===== config.mk =====
export PLATFORM = sky130hd
export DESIGN_NAME = i2c_slave_adc_io_register_bank
export DESIGN_NICKNAME = d
export VERILOG_FILES = /design/src/i2cadc_pkg.sv /design/src/i2cadc_ext_mem.sv /design/src/i2c_slave_adc_io_register_bank.sv
export SDC_FILE = /design/constraint.sdc
export NUM_CORES = 1
export LEC_CHECK = 0
export ABC_AREA = 1
export ABC_CLOCK_PERIOD_IN_PS = 3200
export BUFFER_PORTS_ARGS = -buffer_cell sky130_fd_sc_hd__clkbuf_2
export CAP_MARGIN = 40
export CORE_MARGIN = 2
export CORE_UTILIZATION = 49
export CTS_CLUSTER_DIAMETER = 80
export DETAILED_ROUTE_END_ITERATION = 6
export PLACE_DENSITY = 0.68
export SYNTH_ARGS = -nofsm -noshare
export SYNTH_HDL_FRONTEND = slang
export SYNTH_SLANG_ARGS = --single-unit

===== constraint.sdc =====
create_clock -name clk -period 3.2 [get_ports clk]
set_clock_uncertainty 0.05 [all_clocks]
set_input_delay 0.48 -clock clk [delete_from_list [all_inputs] [get_ports clk]]
set_output_delay 0.48 -clock clk [all_outputs]
set_load 0.02 [all_outputs]

===== src/i2cadc_pkg.sv =====
// Package with the event codes, register roles and result word type of the I2C slave register bank.
package i2cadc_pkg;

  localparam int NUM_REGS_DEFAULT = 7;
  localparam int NUM_BASE = 7;
  localparam int BASE_AW = 3;

  localparam logic [7:0] R_CHAN   = 8'd0;
  localparam logic [7:0] R_ADC_HI = 8'd1;
  localparam logic [7:0] R_ADC_LO = 8'd2;
  localparam logic [7:0] R_DIR    = 8'd3;
  localparam logic [7:0] R_OUT    = 8'd4;
  localparam logic [7:0] R_IN     = 8'd5;
  localparam logic [7:0] R_PUE    = 8'd6;

  typedef enum logic [1:0] {
    FUNC_ADDR = 2'd0,
    FUNC_XFER = 2'd1,
    FUNC_TICK = 2'd2,
    FUNC_NONE = 2'd3
  } func_t;

  typedef struct packed {
    logic       tx_load;
    logic [7:0] tx_data;
    logic       send_nack;
    logic       transmit_mode;
    logic       adc_channel;
    logic [7:0] port_direction;
    logic [7:0] port_output;
    logic [7:0] port_pullup;
  } result_t;

endpackage


===== src/i2cadc_ext_mem.sv =====
// Storage for the registers above the fixed bank, with per-entry valid bits and a registered read.
module i2cadc_ext_mem #(
  parameter int DEPTH = 1,
  parameter int AW = 1
) (
  input  logic          clk,
  input  logic          rst,
  input  logic          wr_en,
  input  logic [AW-1:0] wr_addr,
  input  logic [7:0]    wr_data,
  input  logic [AW-1:0] rd_addr,
  output logic [7:0]    rd_data
);

  logic [7:0] mem [DEPTH];
  logic       valid [DEPTH];
  logic [7:0] rd_q;
  logic       rd_valid;
  logic       wr_ok;
  logic       rd_ok;
  logic       bypass;

  assign wr_ok  = wr_en && (32'(wr_addr) < DEPTH);
  assign rd_ok  = 32'(rd_addr) < DEPTH;
  assign bypass = wr_ok && (wr_addr == rd_addr);

  always_ff @(posedge clk) begin
    if (wr_ok) begin
      mem[wr_addr] <= wr_data;
    end
    if (bypass) begin
      rd_q <= wr_data;
    end else if (rd_ok) begin
      rd_q <= mem[rd_addr];
    end
  end

  always_ff @(posedge clk) begin
    if (rst) begin
      for (int i = 0; i < DEPTH; i++) begin
        valid[i] <= 1'b0;
      end
      rd_valid <= 1'b0;
    end else begin
      if (wr_ok) begin
        valid[wr_addr] <= 1'b1;
      end
      rd_valid <= bypass || (rd_ok && valid[rd_addr]);
    end
  end

  assign rd_data = rd_valid ? rd_q : 8'd0;

endmodule


===== src/i2c_slave_adc_io_register_bank.sv =====
// Top level of the I2C slave register bank for the ADC bridge and I/O expander.
// Each event word is taken and its result word is registered.
// Throughput is one word per cycle; a two-entry output stage keeps the input open while
// a result is held by a stalled receiver, and the input stalls only when both entries are full.
// Synchronous reset clears all registers, the pointer, the flags and the valid bits of the
// upper register storage at once, so an event may be taken in the cycle after reset.
module i2c_slave_adc_io_register_bank #(
  parameter int NUM_REGS = i2cadc_pkg::NUM_REGS_DEFAULT
) (
  input  logic       clk,
  input  logic       rst,
  input  logic       in_valid,
  output logic       in_stall,
  input  logic [1:0] func,
  input  logic       read_request,
  input  logic [7:0] rx_byte,
  input  logic       master_nack,
  input  logic       adc_ready,
  input  logic [9:0] adc_result,
  input  logic [7:0] port_in,
  output logic       out_valid,
  input  logic       out_stall,
  output logic       tx_load,
  output logic [7:0] tx_data,
  output logic       send_nack,
  output logic       transmit_mode,
  output logic       adc_channel,
  output logic [7:0] port_direction,
  output logic [7:0] port_output,
  output logic [7:0] port_pullup
);

  localparam int EXT_DEPTH = (NUM_REGS > i2cadc_pkg::NUM_BASE) ?
                             (NUM_REGS - i2cadc_pkg::NUM_BASE) : 1;
  localparam int EXT_AW = (EXT_DEPTH > 1) ? $clog2(EXT_DEPTH) : 1;
  localparam logic [7:0] NREG8 = 8'(NUM_REGS);
  localparam logic [7:0] NBASE8 = 8'(i2cadc_pkg::NUM_BASE);

  logic [7:0] base [i2cadc_pkg::NUM_BASE];
  logic [7:0] base_next [i2cadc_pkg::NUM_BASE];
  logic [7:0] reg_pointer, reg_pointer_next;
  logic       past_first_byte, past_first_byte_next;
  logic       adc_lock, adc_lock_next;
  logic       tx_mode_flag, tx_mode_flag_next;
  logic       channel_select, channel_select_next;
  logic       nack_setting, nack_setting_next;

  logic              accept;
  logic              take;
  logic              in_base;
  logic              in_ext;
  logic [7:0]        sel_data;
  logic [7:0]        ext_rd_data;
  logic              ext_wr_en;
  logic [7:0]        ext_off;
  logic [7:0]        ext_off_next;
  logic              load;
  logic [7:0]        data;
  i2cadc_pkg::result_t res;
  i2cadc_pkg::result_t out_q;
  i2cadc_pkg::result_t skid_q;
  logic              skid_valid;

  assign in_stall = skid_valid;
  assign accept   = in_valid && !skid_valid;
  assign take     = out_valid && !out_stall;

  assign in_base      = reg_pointer < NBASE8;
  assign in_ext       = !in_base && (reg_pointer < NREG8);
  assign ext_off      = reg_pointer - NBASE8;
  assign ext_off_next = reg_pointer_next - NBASE8;

  always_comb begin
    if (in_base) begin
      sel_data = base[reg_pointer[i2cadc_pkg::BASE_AW-1:0]];
    end else if (in_ext) begin
      sel_data = ext_rd_data;
    end else begin
      sel_data = 8'd0;
    end
  end

  always_comb begin
    for (int i = 0; i < i2cadc_pkg::NUM_BASE; i++) begin
      base_next[i] = base[i];
    end
    reg_pointer_next     = reg_pointer;
    past_first_byte_next = past_first_byte;
    adc_lock_next        = adc_lock;
    tx_mode_flag_next    = tx_mode_flag;
    channel_select_next  = channel_select;
    nack_setting_next    = nack_setting;
    ext_wr_en            = 1'b0;
    load                 = 1'b0;
    data                 = 8'd0;
    if (accept) begin
      unique case (i2cadc_pkg::func_t'(func))
        i2cadc_pkg::FUNC_ADDR: begin
          if (read_request) begin
            tx_mode_flag_next = 1'b1;
            load = 1'b1;
            data = sel_data;
            if (reg_pointer == i2cadc_pkg::R_ADC_HI) begin
              adc_lock_next = 1'b1;
            end
            if (reg_pointer == i2cadc_pkg::R_ADC_LO) begin
              adc_lock_next = 1'b0;
            end
          end else begin
            tx_mode_flag_next = 1'b0;
            past_first_byte_next = 1'b0;
          end
        end
        i2cadc_pkg::FUNC_XFER: begin
          if (tx_mode_flag) begin
            if (master_nack) begin
              tx_mode_flag_next = 1'b0;
            end else begin
              load = 1'b1;
              data = sel_data;
            end
          end else if (!past_first_byte) begin
            nack_setting_next = 1'b0;
            reg_pointer_next = rx_byte;
            past_first_byte_next = 1'b1;
          end else begin
            nack_setting_next = 1'b1;
            if (in_base) begin
              base_next[reg_pointer[i2cadc_pkg::BASE_AW-1:0]] = rx_byte;
              if (reg_pointer == i2cadc_pkg::R_CHAN) begin
                channel_select_next = rx_byte != 8'd0;
              end
            end else if (in_ext) begin
              ext_wr_en = 1'b1;
            end
          end
        end
        i2cadc_pkg::FUNC_TICK: begin
          if (adc_ready && !adc_lock) begin
            base_next[i2cadc_pkg::R_ADC_HI[i2cadc_pkg::BASE_AW-1:0]] =
              {6'd0, adc_result[9:8]};
            base_next[i2cadc_pkg::R_ADC_LO[i2cadc_pkg::BASE_AW-1:0]] = adc_result[7:0];
          end
          base_next[i2cadc_pkg::R_IN[i2cadc_pkg::BASE_AW-1:0]] = port_in;
        end
        default: begin
        end
      endcase
    end
  end

  always_comb begin
    res.tx_load        = load;
    res.tx_data        = data;
    res.send_nack      = nack_setting_next;
    res.transmit_mode  = tx_mode_flag_next;
    res.adc_channel    = channel_select_next;
    res.port_direction = base_next[i2cadc_pkg::R_DIR[i2cadc_pkg::BASE_AW-1:0]];
    res.port_output    = base_next[i2cadc_pkg::R_OUT[i2cadc_pkg::BASE_AW-1:0]];
    res.port_pullup    = base_next[i2cadc_pkg::R_PUE[i2cadc_pkg::BASE_AW-1:0]];
  end

  always_ff @(posedge clk) begin
    if (rst) begin
      for (int i = 0; i < i2cadc_pkg::NUM_BASE; i++) begin
        base[i] <= 8'd0;
      end
      reg_pointer     <= 8'd0;
      past_first_byte <= 1'b0;
      adc_lock        <= 1'b0;
      tx_mode_flag    <= 1'b0;
      channel_select  <= 1'b0;
      nack_setting    <= 1'b0;
    end else begin
      for (int i = 0; i < i2cadc_pkg::NUM_BASE; i++) begin
        base[i] <= base_next[i];
      end
      reg_pointer     <= reg_pointer_next;
      past_first_byte <= past_first_byte_next;
      adc_lock        <= adc_lock_next;
      tx_mode_flag    <= tx_mode_flag_next;
      channel_select  <= channel_select_next;
      nack_setting    <= nack_setting_next;
    end
  end

  i2cadc_ext_mem #(
    .DEPTH(EXT_DEPTH),
    .AW(EXT_AW)
  ) u_ext_mem (
    .clk(clk),
    .rst(rst),
    .wr_en(ext_wr_en),
    .wr_addr(ext_off[EXT_AW-1:0]),
    .wr_data(rx_byte),
    .rd_addr(ext_off_next[EXT_AW-1:0]),
    .rd_data(ext_rd_data)
  );

  always_ff @(posedge clk) begin
    if (rst) begin
      out_valid  <= 1'b0;
      skid_valid <= 1'b0;
    end else if (take) begin
      if (skid_valid) begin
        skid_valid <= 1'b0;
      end else if (!accept) begin
        out_valid <= 1'b0;
      end
    end else if (accept) begin
      if (!out_valid) begin
        out_valid <= 1'b1;
      end else begin
        skid_valid <= 1'b1;
      end
    end
  end

  always_ff @(posedge clk) begin
    if (take) begin
      if (skid_valid) begin
        out_q <= skid_q;
      end else if (accept) begin
        out_q <= res;
      end
    end else if (accept) begin
      if (!out_valid) begin
        out_q <= res;
      end else begin
        skid_q <= res;
      end
    end
  end

  assign tx_load        = out_q.tx_load;
  assign tx_data        = out_q.tx_data;
  assign send_nack      = out_q.send_nack;
  assign transmit_mode  = out_q.transmit_mode;
  assign adc_channel    = out_q.adc_channel;
  assign port_direction = out_q.port_direction;
  assign port_output    = out_q.port_output;
  assign port_pullup    = out_q.port_pullup;

  a_skid_needs_out: assert property (@(posedge clk) disable iff (rst)
    skid_valid |-> out_valid)
    else $error("Skid entry held without an output word.");

  a_read_sets_tx: assert property (@(posedge clk) disable iff (rst)
    (accept && func == i2cadc_pkg::FUNC_ADDR && read_request) |=> tx_mode_flag)
    else $error("Addressed read did not enter transmit mode.");

  a_data_byte_nacked: assert property (@(posedge clk) disable iff (rst)
    (accept && func == i2cadc_pkg::FUNC_XFER && !tx_mode_flag && past_first_byte)
    |=> nack_setting)
    else $error("Data byte after the pointer byte was not NACKed.");

  a_channel_matches: assert property (@(posedge clk) disable iff (rst)
    channel_select == (base[i2cadc_pkg::R_CHAN[i2cadc_pkg::BASE_AW-1:0]] != 8'd0))
    else $error("Channel select disagrees with the channel register.");

endmodule


==> results.ini <==
[detailed_routing]
vias = 5888
antenna_left = 0
drt-total-wl_mm = 17.0
first_pass_iters = 5
drc = 0
vias_per_cell = 5.12
wl_per_cell_um = 14.8
drtIter0Drc = 442

[clocking]
insertion_delay_ns = 0.43
ctsHoldBuffers = 0
cts_tree = built
clk_pin_slew_ns = 0.06
clock_path_buffers = 2
numCtsBuffers = 17
post_cts_buffers = 0
cts-htree-levels = 4
cts_resized = 0
clockRootBuffer = clkbuf_16
clock-sinks = 146

[sta]
slew-limit-headroom = 0.523
hold_viol = 0
timing.fmax_mhz = 494
min_period_over_period = 0.632
rsz0062_at_grt = false
tns_ns = 0
tightest_slew_ns = 0.715
setup_viol = 0
drv_slew = 0
fin_crit_ns = 2.02

[synth]
synthCells = 889
ys_ff_latch = 146
synth_area_um2 = 6940
ys_types = 33
synth_top_family_by_area = simple AND/OR/NAND/NOR gates
yosys_warnings = 0
yosysTopAreaCell = edfxtp_1
ys_seq_area_frac = 0.525
synth_area_leaders = edfxtp_1, dfxtp_1, nand2_1
synth-compound-area-share = 0.101
syn_nets = 925
synthSimpleGateAreaFrac = 0.293
synth_top_area_frac = 0.312
syn_avg_cell_area_um2 = 7.80
synthMuxAreaShare = 0
synthAdderAreaFrac = 0.00180
synth-xor-area-share = 0

[cells_and_area]
antenna_cells = 0
drive_gt1_frac = 0.157
fillers = 1275
multiInputGateArea_um2 = 2750
fin_util = 0.585
ff_latch_area_um2 = 3640
fin_nets = 993
syn_to_final_growth_pct = 17.0

[worst_setup_path]
worstPathMaxFanout = 16
cp.arrival_ns = 2.28
path_buf_inv = 1
worst_setup_path_start_kind = register
r2r-end = base[5][6]
cp_slowest_stage_delay_ns = 0.51
crit-reg2reg-launch = tx_mode_flag
worstSetupEndpointType = register
crit_chain = inv_1 > nand2_1 > a21oi_1 > nand3_1 > nor2_1 > a21oi_2
rrSetupSlack_ns = 1.18
slowest_stage = nand3_1
critPathRequiredTime_ns = 3.46
rr_worst_depth = 6
path_class = register to register
cp_top_family = simple AND/OR/NAND/NOR gates

[min_path]
worstHoldEndpoint = out_valid
holdPathStages = 3
hold_start = out_stall
worstHoldPathType = input port to register

[power_and_ir_drop]
cellLeakagePower_uw = 0.00372
vdd_drop_max_mv = 0.366
pwr_density_cell_nw_per_um2 = 595

[floorplanning]
dieWidth_um = 123
placementRows = 43
die_h_um = 123
top_level_ports = 73
dieArea_um2 = 15100
initial_core_util = 0.500
core_area_um2 = 13900

[run_status]
status = finished, final reports clean

[run]
drv_cap = 0

[place]
place_congestion = 0.885
hpwlAfterDp_mm = 11.6
portBuffers = 72

[global_routing]
grt_pass1_vias = 5334
track_usage = 0.237
grt_max_degree = 44
grt_pass1_wl_mm = 26.8
antenna_found_initial = 0
grt.overflow.total = 0

stage by stage:
step	cells	hold slack (ns)	total power [uW]	setup slack, ns	instance area, um2
final	1150	0.309	4830	1.18	8120
after global placement	1118	0.389	2580	1.12	7450
after detailed placement	1118	0.391	2590	1.11	7450
after CTS	1150	0.294	4850	1.18	8120
after floorplan	889	0.376	2430	0.244	6940
after global routing	1150	0.344	4990	0.943	8120
how the worst max path moves through the flow:
stage                  from     endpoint  cells after the start
2_1_floorplan     out_valid  adc_channel                      5
6_report       tx_mode_flag   base[5][6]                      6
3_3_place_gp        func[0]   base[5][6]                      7
4_1_cts        tx_mode_flag   base[5][6]                      6
5_1_grt        tx_mode_flag   base[2][0]                      9
3_5_place_dp        func[0]   base[5][6]                      7
cell usage after synthesis (all sizes together):
cell type    n
nand2      292
nor2       109
inv        104
o21ai       86
dfxtp       74
edfxtp      72
nand3       58
a21oi       35
clkbuf      20
buf         12
nand4       10
o211ai       6
nor3         5
clkinv       2
or2          2
a31oi        1
ha           1
where the power goes:
group	total, uW	switching [uW]	internal [uW]
clock network	2280	749	1530
logic	470	341	128
registers	2080	32.0	2050
worst min-delay path: cells and delay by family:
kind	cells	cell delay (ns)
AO/OA/AOI/OAI	1	0.11
buffers and inverters	1	0.09
AND/OR/NAND/NOR	1	0.07
placed cells by master (no fill, tap or decap):
cell,instances
dfxtp_1,74
nand4_1,10
nor2_1,101
clkbuf_16,17
nor2_4,3
clkinv_2,2
nand2_1,288
nand3_1,50
a21oi_2,1
nand3_2,6
nor3_1,2
nor2_2,4
inv_2,8
inv_1,96
nor2_8,1
clkbuf_1,3
buf_4,9
edfxtp_1,72
nor3_2,1
o21ai_1,5
a21oi_1,34
or2_2,2
nand3_4,2
nand2_2,3
nor3_4,2
clkinvlp_4,1
nand2_4,1
bufinv_16,7
o21ai_2,10
a31oi_1,1
clkbuf_2,72
clkinv_1,4
o211ai_1,6
ha_1,1
o21ai_0,71
routing by layer:
metal / up-vias / wire length (um) / track usage
met5: - / 0 / 0
li1: 2989 / - / -
met2: 212 / 7530 / 0.360
met3: 39 / 1310 / 0.0563
met1: 2648 / 7700 / 0.322
met4: 0 / 491 / 0.106
sequential cells by signal (all words and copies together) (netlist names), named ones only:
register,flops
port_pullup,8
nack_setting,1
reg_pointer,8
send_nack,1
port_output,8
channel_select,1
skid_q,36
out_valid,1
tx_data,8
tx_load,1
adc_channel,1
port_direction,8
in_stall,1
past_first_byte,1
transmit_mode,1
base,48
tx_mode_flag,1
adc_lock,1
cell type report:
cell class	instances	area share
Clock buffer	20	0.0538
Clock inverter	12	0.0290
Inverter	106	0.0490
Multi-Input combinational cell	605	0.339
Sequential cell	146	0.449
Tap cell	180	0.0277
Timing Repair Buffer	81	0.0527
logic make-up after synthesis:
| logic type | count (synthesis) |
|---|---|
| DFF | 146 |
| AOI/OAI and AO/OA | 128 |
| adders and majority gates | 1 |
| and+or+nand+nor | 476 |
| buffers and inverters | 138 |
(Power assumes the default switching activity.)
